===== src/sv/rvx_pkg.sv =====
// Package with the operation codes, queue entry type, result type and constants of the execute unit.
`default_nettype none
package rvx_pkg;
    localparam int DefaultDataWords = 1024;
    localparam logic [31:0] PcStep = 32'd4;
    localparam logic [4:0] ShamtMask = 5'b11111;
    localparam int UpperShift = 12;

    typedef enum logic [4:0] {
        OP_ADD = 5'd0, OP_ADDI = 5'd1, OP_SUB = 5'd2, OP_AND = 5'd3, OP_ANDI = 5'd4,
        OP_OR = 5'd5, OP_ORI = 5'd6, OP_XOR = 5'd7, OP_XORI = 5'd8, OP_SLL = 5'd9,
        OP_SLLI = 5'd10, OP_SRL = 5'd11, OP_SRLI = 5'd12, OP_SRA = 5'd13, OP_SRAI = 5'd14,
        OP_LUI = 5'd15, OP_AUIPC = 5'd16, OP_SLT = 5'd17, OP_SLTI = 5'd18, OP_SLTU = 5'd19,
        OP_SLTIU = 5'd20, OP_BEQ = 5'd21, OP_BNE = 5'd22, OP_BLT = 5'd23, OP_BGE = 5'd24,
        OP_BLTU = 5'd25, OP_BGEU = 5'd26, OP_JAL = 5'd27, OP_JALR = 5'd28, OP_LW = 5'd29,
        OP_SW = 5'd30, OP_NOP = 5'd31
    } op_t;

    typedef struct packed {
        op_t         op;
        logic [4:0]  rd;
        logic [4:0]  rs1;
        logic [4:0]  rs2;
        logic [31:0] imm;
        logic        use_imm;
        logic        writes_rd;
    } entry_t;

    typedef struct packed {
        logic [31:0] written_value;
        logic [4:0]  written_reg;
        logic [31:0] next_pc;
        logic        jumped;
        logic        stored;
    } result_t;
endpackage
`default_nettype wire


===== src/sv/rvx_front.sv =====
// Front part: accepts instructions, classifies them and keeps a two-entry queue.
`default_nettype none
module rvx_front
    import rvx_pkg::*;
(
    input  wire logic   clk,
    input  wire logic   rst_n,
    input  wire logic   in_valid,
    output logic        in_ready,
    input  wire entry_t in_entry,
    output logic        q_valid,
    input  wire logic   q_ready,
    output entry_t      q_entry
);
    entry_t     mem_reg [2];
    logic       wr_ptr_reg, rd_ptr_reg;
    logic [1:0] count_reg;
    entry_t     cls;
    logic       push, pop;

    always_comb
    begin
        cls = in_entry;
        cls.use_imm = 1'b0;
        cls.writes_rd = 1'b1;
        unique case (in_entry.op) inside
            OP_ADDI, OP_ANDI, OP_ORI, OP_XORI, OP_SLLI, OP_SRLI, OP_SRAI, OP_SLTI,
            OP_SLTIU: cls.use_imm = 1'b1;
            OP_BEQ, OP_BNE, OP_BLT, OP_BGE, OP_BLTU, OP_BGEU, OP_SW, OP_NOP:
                cls.writes_rd = 1'b0;
            default: ;
        endcase
        if (in_entry.rd == 5'd0)
        begin
            cls.writes_rd = 1'b0;
        end
    end

    assign in_ready = (count_reg != 2'd2);
    assign q_valid  = (count_reg != 2'd0);
    assign q_entry  = mem_reg[rd_ptr_reg];
    assign push = in_valid && in_ready;
    assign pop  = q_valid && q_ready;

    always_ff @(posedge clk)
    begin
        if (push)
        begin
            mem_reg[wr_ptr_reg] <= cls;
        end
    end

    always_ff @(posedge clk or negedge rst_n)
    begin
        if (!rst_n)
        begin
            wr_ptr_reg <= 1'b0;
            rd_ptr_reg <= 1'b0;
            count_reg  <= 2'd0;
        end
        else
        begin
            if (push) wr_ptr_reg <= ~wr_ptr_reg;
            if (pop) rd_ptr_reg <= ~rd_ptr_reg;
            count_reg <= count_reg + {1'b0, push} - {1'b0, pop};
        end
    end
endmodule
`default_nettype wire


===== config.mk =====
export PLATFORM = sky130hd
export DESIGN_NAME = rvx_front
export DESIGN_NICKNAME = d
export VERILOG_FILES = /design/src/sv/rvx_pkg.sv /design/src/sv/rvx_front.sv
export SDC_FILE = /design/constraint.sdc
export NUM_CORES = 1
export LEC_CHECK = 0
export CAP_MARGIN = 20
export CORE_MARGIN = 2
export CORE_UTILIZATION = 25
export DETAILED_ROUTE_END_ITERATION = 8
export DONT_BUFFER_PORTS = 1
export HOLD_SLACK_MARGIN = 0.05
export PLACE_DENSITY = 0.46
export SLEW_MARGIN = 20
export SYNTH_ARGS = -nofsm -noshare
export SYNTH_HDL_FRONTEND = slang
export SYNTH_SLANG_ARGS = --single-unit

===== constraint.sdc =====
create_clock -name clk -period 7.25 [get_ports clk]
set_input_delay 1.8125 -clock clk [delete_from_list [all_inputs] [get_ports clk]]
set_output_delay 1.8125 -clock clk [all_outputs]
set_load 0.01 [all_outputs]

==> flow_summary.yaml <==
grt:
  grt_overflow_total: 0
  first_global_vias: 1839
  antenna_found_initial: 0
  grt_max_degree: 56
  grt_pass1_wl_um: 11060
  grt_usage: 0.08470
layout:
  n_antenna_cell: 0
  fill_cells: 1651
  multi_input_area_sq_um: 800.8
  layout-drive-gt1-share: 0.3538
  area_growth_pct: 12.74
  nets: 268
  largest_reg_flops: 108
  fin_cells: 432
  register_area_sq_um: 3344
route:
  wl_met2_um: 3612
  first_pass_iters: 3
  top_layer_used: "met4"
  drt_iter0_drc: 76
  viasPerCell: 4.030
  met3WireLength_um: 676
  totalWireLength_um: 7125
  drtAntennaViolNets: 0
  drc: 0
  wl_met1_um: 2696
  routedWlPerCell_um: 16.49
  via_count: 1741
logic_synthesis:
  synth_commonest_cells: "108 x edfxtp_1, 54 x mux2_2, 5 x buf_6"
  synth_top_area_frac: 0.7717
  synth-seq-area-share: 0.7955
  syn_nets: 260
  synth_area_per_cell_sq_um: 21.01
  yosysMostFrequentCell: "edfxtp_1"
  ys_types: 23
  async_flop_share: 0.03571
  ys.flop_type: "edfxtp_1"
  yosysWarnings: 0
  ys_ff_latch: 112
  synth_edf_count: 108
  synthTopCellsByArea: "edfxtp_1 77%, mux2_2 14%, dfrtp_1 2.4%, buf_6 1.3%, xnor2_1 0.63%"
  synth_top_area_cell: "edfxtp_1"
  syn_inst: 200
  syn_area_sq_um: 4203
place:
  gp_congestion: 0.6079
  port-buffer-count: 0
  hpwl_um: 4300
  placed_cells: 417
sta:
  drv_slew: 0
  rsz0062_at_grt: "false"
  tightest_slew_ns: 0.7875
  fin_crit_ns: 3.601
  slew_headroom: 0.4750
  tns_ns: 0
  finalClockSkew_ns: 0.007978
  post-route-period-util: 0.4967
  timing.final.setup_violations: 0
  max_freq_mhz: 277.7
  hold_viol_final: 0
min_path:
  hold-path-endpoint: "count_reg[1]$_DFF_PN0_"
  hold_depth: 1
  min_path_type: "flip-flop to flip-flop"
  worstHoldStart: "count_reg[1]$_DFF_PN0_"
power:
  p_leak_nw: 1.497
  power.density_nw_per_um2: 399.0
  vdd_ir_drop_max_mv: 0.1589
setup_path:
  crit_fanout: 55
  critical_path_arrival_ns: 1.79
  cp.required_ns: 5.44
  crit_chain: "buf_4 > mux2_2"
  reg2reg_slack_ns: 5.38
  r2r_end: "mem_reg[0][43]$_DFFE_PP_"
  critical-path-max-stage-delay_ns: 0.62
  worstSetupPathType: "flip-flop to output port"
  r2r-start: "count_reg[1]$_DFF_PN0_"
  slowest_stage: "buf_4"
  startpoint_type: "flip-flop"
  reg2reg_depth: 4
  crit_path_end_kind: "output port"
floorplanning:
  initial_utilization: 0.2543
  rows: 47
  die_width_um: 133.7
  core-area_sq_um: 16520
  io_pins: 114
  dieArea_sq_um: 17860
  die_h_um: 133.7
clock_network:
  tritoncts: "done"
  htree_levels: 3
  cts_root_buf: "clkbuf_16"
  post_cts_buffers: 0
  cts-resized-gates: 0
  cts_buffer_depth: 2
  clk_pin_slew_ns: 0.07
  cts_buffers: 9
  clk_latency_ns: 0.35
  postCtsHoldBufs: 0
  cts_sinks: 112
outcome:
  run_status: "completed"
job:
  maxCapViolCount: 0
report_power, final:
part           switching (mW)  internal [mW]
clock network           0.218          0.268
logic                   0.304          0.181
registers              0.0317          0.888
total                   0.554           1.34
cells by family (layout without fill, tap and decap cells):
logic type	Yosys count	in the layout	share of synthesized area
flops	112	112	0.7955
mux	54	54	0.1447
simple gates	16	16	0.02144
buf+inv	7	19	0.01608
compound gates	5	5	0.008040
xor+xnor	4	4	0.008337
fa+ha+maj	2	2	0.005953
layer usage:
metal  vias up  GRT usage
met5         -          0
met4         0    0.03901
met3         9    0.04604
met2        63     0.1386
met1       875    0.08987
li1        794          -
worst max-delay path by stage:
stage	startpoint	cells after the start	end
floorplan	in_valid	2	mem_reg[0][0]$_DFFE_PP_
global placement	rd_ptr_reg$_DFFE_PN0P_	2	q_entry[32]
detailed placement	rd_ptr_reg$_DFFE_PN0P_	2	q_entry[32]
CTS	rd_ptr_reg$_DFFE_PN0P_	2	q_entry[32]
global route	rd_ptr_reg$_DFFE_PN0P_	2	q_entry[45]
finish	rd_ptr_reg$_DFFE_PN0P_	2	q_entry[45]
cell usage in the layout, fill, tap and decap left out, drive strengths merged:
cell type,n
and3,1
xor2,1
edfxtp,108
nand3,1
o21ai,2
buf,3
dfrtp,4
or4,2
o221ai,1
o21a,1
inv,3
mux2,54
nor2,3
nand2b,2
a21boi,1
or2,1
clkbuf,9
nand2,2
nor2b,2
clkinv,3
bufinv,1
nor3b,1
and2,1
ha,2
xnor2,3
critical path: cells and delay by family (launching register included):
family | cells | cell delay [ns]
buf+inv | 1 | 0.62
mux | 1 | 0.46
flops | 1 | 0.34
layout make-up:
class | count | share of cell area
clock inverters | 6 | 0.01400
flip-flops and latches | 112 | 0.7058
well taps | 220 | 0.05809
inverters | 1 | 0.0007922
multi-input cells | 81 | 0.1690
clock buffers | 9 | 0.04753
repair buffers | 3 | 0.004753
through the flow:
stage / worst slack [ns] / total power [mW] / utilization / hold WS, ns / area (sq um)
global route: 3.524 / 1.996 / 0.2867 / 0.5388 / 4738
floorplan: 2.613 / 1.350 / - / 0.4601 / 4203
CTS: 3.547 / 1.940 / 0.2867 / 0.5206 / 4738
finish: 3.649 / 1.891 / 0.2867 / 0.5116 / 4738
detailed placement: 3.963 / 1.444 / 0.2691 / 0.5060 / 4447
global placement: 3.975 / 1.431 / 0.2691 / 0.4816 / 4447
No activity file was read; power rests on OpenSTA's default activity.
